<file path="config.mk">
export PLATFORM = sky130hd
export DESIGN_NAME = brf_match
export DESIGN_NICKNAME = d
export VERILOG_FILES = /design/src/brf_pkg.sv /design/src/brf_match.sv
export SDC_FILE = /design/constraint.sdc
export NUM_CORES = 1
export LEC_CHECK = 0
export BUFFER_PORTS_ARGS = -buffer_cell sky130_fd_sc_hd__buf_2
export CORE_MARGIN = 2
export CORE_UTILIZATION = 45
export DETAILED_ROUTE_END_ITERATION = 6
export PLACE_DENSITY_LB_ADDON = 0.2
export SYNTH_ARGS = -nofsm -noshare
export SYNTH_HDL_FRONTEND = slang
export SYNTH_SLANG_ARGS = --single-unit
</file>
<file path="constraint.sdc">
create_clock -name clk -period 1.8 [get_ports clk]
set_clock_uncertainty 0.2 [all_clocks]
set_input_delay 0.27 -clock clk [delete_from_list [all_inputs] [get_ports clk]]
set_output_delay 0.27 -clock clk [all_outputs]
set_load 0.1 [all_outputs]
</file>
<file path="src/brf_pkg.sv">
// ----------------------------------------------------------------------------
// brf_pkg
// shared types and constants of the byte ring fifo with pattern seek
// ----------------------------------------------------------------------------
package brf_pkg;

    localparam int DEPTH_DEF    = 4096;
    localparam int MAX_XFER_DEF = 8;

    // payload field widths
    localparam int OP_W     = 3;
    localparam int COUNT_W  = 4;
    localparam int WORD_W   = 64;
    localparam int SKIP_W   = 13;
    localparam int STATUS_W = 2;
    localparam int OFFSET_W = 12;
    localparam int MOVED_W  = 13;
    localparam int FILL_W   = 13;

    typedef enum logic [OP_W-1:0] {
        OP_PUSH    = 3'd0,
        OP_POP     = 3'd1,
        OP_PEEK    = 3'd2,
        OP_SEEK    = 3'd3,
        OP_DISCARD = 3'd4,
        OP_CLEAR   = 3'd5
    } op_t;

    typedef enum logic [STATUS_W-1:0] {
        ST_DONE     = 2'd0,
        ST_NO_SPACE = 2'd1,
        ST_NO_DATA  = 2'd2
    } status_t;

    // control from the sequencer to the pattern compare unit
    typedef struct packed {
        logic               load;
        logic               shift;
        logic [COUNT_W-1:0] len;
        logic [7:0]         in_byte;
    } match_ctrl_t;

endpackage

</file>
<file path="src/brf_match.sv">
// ----------------------------------------------------------------------------
// brf_match
// sliding byte window and masked pattern compare used by seek
// ----------------------------------------------------------------------------
module brf_match
    import brf_pkg::*;
#(
    parameter int MAX_XFER = MAX_XFER_DEF
) (
    input  logic              clk,
    input  logic              rst_n,
    input  match_ctrl_t       ctrl,
    input  logic [WORD_W-1:0] pattern,
    output logic              hit
);
    localparam int W = 8 * MAX_XFER;

    logic [W-1:0]       win_reg;
    logic [W-1:0]       pat_reg;
    logic [W-1:0]       mask_reg;
    logic [W-1:0]       win_shifted;
    logic [COUNT_W-1:0] gap;

    // newest byte enters at the top, so the last len bytes sit in the upper octets
    assign win_shifted = (win_reg >> 8) | (W'(ctrl.in_byte) << (W - 8));
    assign gap         = COUNT_W'(MAX_XFER) - ctrl.len;
    assign hit         = ((win_shifted & mask_reg) == pat_reg);

    always_ff @(posedge clk or negedge rst_n)
    begin
        if (!rst_n)
        begin
            win_reg  <= '0;
            pat_reg  <= '0;
            mask_reg <= '0;
        end
        else
        begin
            if (ctrl.load)
            begin
                pat_reg  <= pattern[W-1:0] << {gap, 3'b000};
                mask_reg <= {W{1'b1}} << {gap, 3'b000};
            end
            if (ctrl.shift)
            begin
                win_reg <= win_shifted;
            end
        end
    end

endmodule

</file>
==> flow_summary.toml <==
[logic_synthesis]
yosysSeqAreaShare = 0.422
ys_types = 40
synth_ff_type = "dfrtp_1"
synth_area_per_cell_um2 = 10.7
synth_seq_cells = 128
synth-edff-count = 0
async_reset_ff_frac = 1.00
synth_area_um2 = 7590
synth_top_area_share = 0.422
ys_top_cells_by_count = "dfrtp_1 (128), mux2_2 (72), o2bb2ai_1 (59)"
syn_nets = 792
yosysMostFrequentCell = "dfrtp_1"
syn_inst = 708
ys_warn_count = 0
synth_top_area_cell = "dfrtp_1"
ys_top_cells_by_area = "dfrtp_1 (42%), mux2_2 (11%), o2bb2ai_1 (6.8%)"

[global_route]
grt_max_degree = 57
grt_first_pass_wirelength_um = 41000
grt.total_usage = 0.305
antenna_found_initial = 0
grt_pass1_vias = 7143
gr-total-overflow = 0

[floorplanning]
die_y_um = 134
core_area_um2 = 16500
io_pins = 81
num_rows = 47
fp.dieW_um = 134
die_area_um2 = 17900
start_util = 0.459

[sta]
setup_ws_ns = -1.20
finalHoldWorstSlack_ns = 0.0267
drv_slew = 0
max_freq_ghz = 0.333
rsz0062_at_grt = "true"
tns_ns = -1.20
timing.final.crit_share = 1.67
setup_viol = 1
slew_headroom = 0.695
hold_violations = 0
fin_crit_ns = 3.00
worst_slew_pin_slew_ns = 0.458

[setup_path]
cp_data_required_time_ns = 1.33
cp_common_cell = "nor4_4"
arrival_ns = 2.53
worstRegToRegCells = 3
path_class = "register to output port"
startpoint = "mask_reg[62]"
worstReg2RegEnd = "win_reg[20]"
cp_slowest_stage_delay_ns = 0.42
cpMaxStageDelayCell = "dfrtp_1"
r2r_slack_ns = 0.56
crit_chain = "buf_6, nand4b_1, o22ai_1, a21oi_2, nor4_4, nand4_1, nor4_4, buf_12"
timing.rr.start = "win_reg[28]"
end_kind = "output port"
crit_fanout = 4
startpoint_type = "register"

[placement]
hpwl_um = 20300
placed_area_um2 = 9600
gp_congestion = 0.977
portBuffers = 80
post-place-ws_ns = -0.824
dp.cells = 1119

[power]
total_leakage_power_nw = 4.64
design_power_total_mw = 10.1
power_density_nw_per_um2 = 955
max-vdd-ir-drop_mv = 0.829

[status]
outcome = "finished with violations"
violations = "setup timing"

[hold_path]
min_path_cells = 2
min_path_type = "primary input to register"
min-delay-start = "pattern[6]"
hold_end = "pat_reg[6]"

[clocking]
cts_inserted_buffers = 17
clockBufferDepth = 2
clk_pin_slew_ns = 0.06
cts_root_buf = "clkbuf_16"
htree_levels = 4
worstSkewPairLatency_ns = 0.43
cts.sinks = 128
cts_tree = "built"

[layout]
antenna_cells = 0
multi_input_area_um2 = 4430
utilization = 0.638
final_cells = 1173
final_area_um2 = 10500
area_growth_syn_to_layout_pct = 39.0
fillCellCount = 1318
final-seq-area_um2 = 3210
final_nets = 1024
drive_gt1_frac = 0.456
largest_register_ffs = 64

[routing]
vias_per_cell = 6.02
via_count = 7065
routedWlPerCell_um = 23.0
drt_wl_total_um = 27000
first_pass_iters = 5
drc = 0
ant_nets = 0
drt_iter0_drc = 663

[run]
cap_violations = 0
## worst max path at each step
stage                      to  slack [ns]  cells after the start
after floorplan           hit       -0.98                      7
after global placement    hit       -0.83                      7
after detailed placement  hit       -0.82                      7
after CTS                 hit       -1.10                      8
after global routing      hit       -1.30                      7
final                     hit       -1.20                      8
## timing repair
action | 4_1_cts | 5_1_grt
hold buffers | 11 | 0
gates resized for setup | 8 | 36
pin swaps | 1 | 11
hold endpoints to repair | 139 | 0
setup buffers | 3 | 8
setup endpoints to repair | 11 | 23
cloned | 0 | 1
## layout by cell type (no fill, tap or decap), types with 10 or more instances in the layout
cell type | Yosys | final
nand4b_1 | 14 | 14
mux2i_1 | 40 | 36
dlygate4sd3_1 | 0 | 10
o22a_1 | 16 | 15
a21oi_2 | 0 | 15
o21ai_0 | 29 | 22
o22ai_1 | 14 | 14
nand3_1 | 16 | 16
mux4_2 | 16 | 16
nor2_1 | 58 | 58
buf_12 | 0 | 15
mux2_2 | 72 | 63
buf_4 | 4 | 153
dfrtp_1 | 128 | 123
clkbuf_16 | 0 | 18
nand2_1 | 39 | 34
xnor2_1 | 16 | 16
buf_2 | 21 | 76
xor2_1 | 30 | 29
a21oi_1 | 56 | 39
o2bb2ai_1 | 59 | 50
## where the power goes
group	total (mW)	leakage (nW)	switching, mW	internal (mW)
logic	3.02	2.76	1.38	1.63
clock network	3.20	0.260	1.34	1.86
registers	3.86	1.62	0.524	3.34
total	10.1	4.64	3.25	6.83
## worst max-delay path: cells and delay by family (launching register included)
| family | cells | cell delay, ns |
|---|---|---|
| and+or+nand+nor | 4 | 1.04 |
| AOI/OAI and AO/OA | 2 | 0.29 |
| DFF | 1 | 0.42 |
| buffers and inverters | 2 | 0.35 |
## final cells by class
cell class,instances,area share
well taps,220,0.0261
clock buffers,20,0.0442
clock inverters,12,0.00830
multi-input cells,522,0.420
inverters,10,0.00522
flip-flops and latches,128,0.304
repair buffers,261,0.192
## kinds of logic after synthesis
logic type               synth area share
adder cells (fa/ha/maj)           0.00660
multiplexers                        0.207
flip-flops                          0.422
AO/OA/AOI/OAI                       0.175
AND/OR/NAND/NOR                     0.101
buffers and inverters              0.0351
XOR/XNOR                           0.0531
## routing by layer
metal | up-vias | share of wire | GRT usage
met1 | 3551 | 0.41 | 0.401
met4 | 0 | 0.031 | 0.102
met2 | 325 | 0.49 | 0.504
met5 | - | 0 | 0
met3 | 65 | 0.069 | 0.0635
li1 | 3124 | - | -
(Power assumes the default switching activity.)
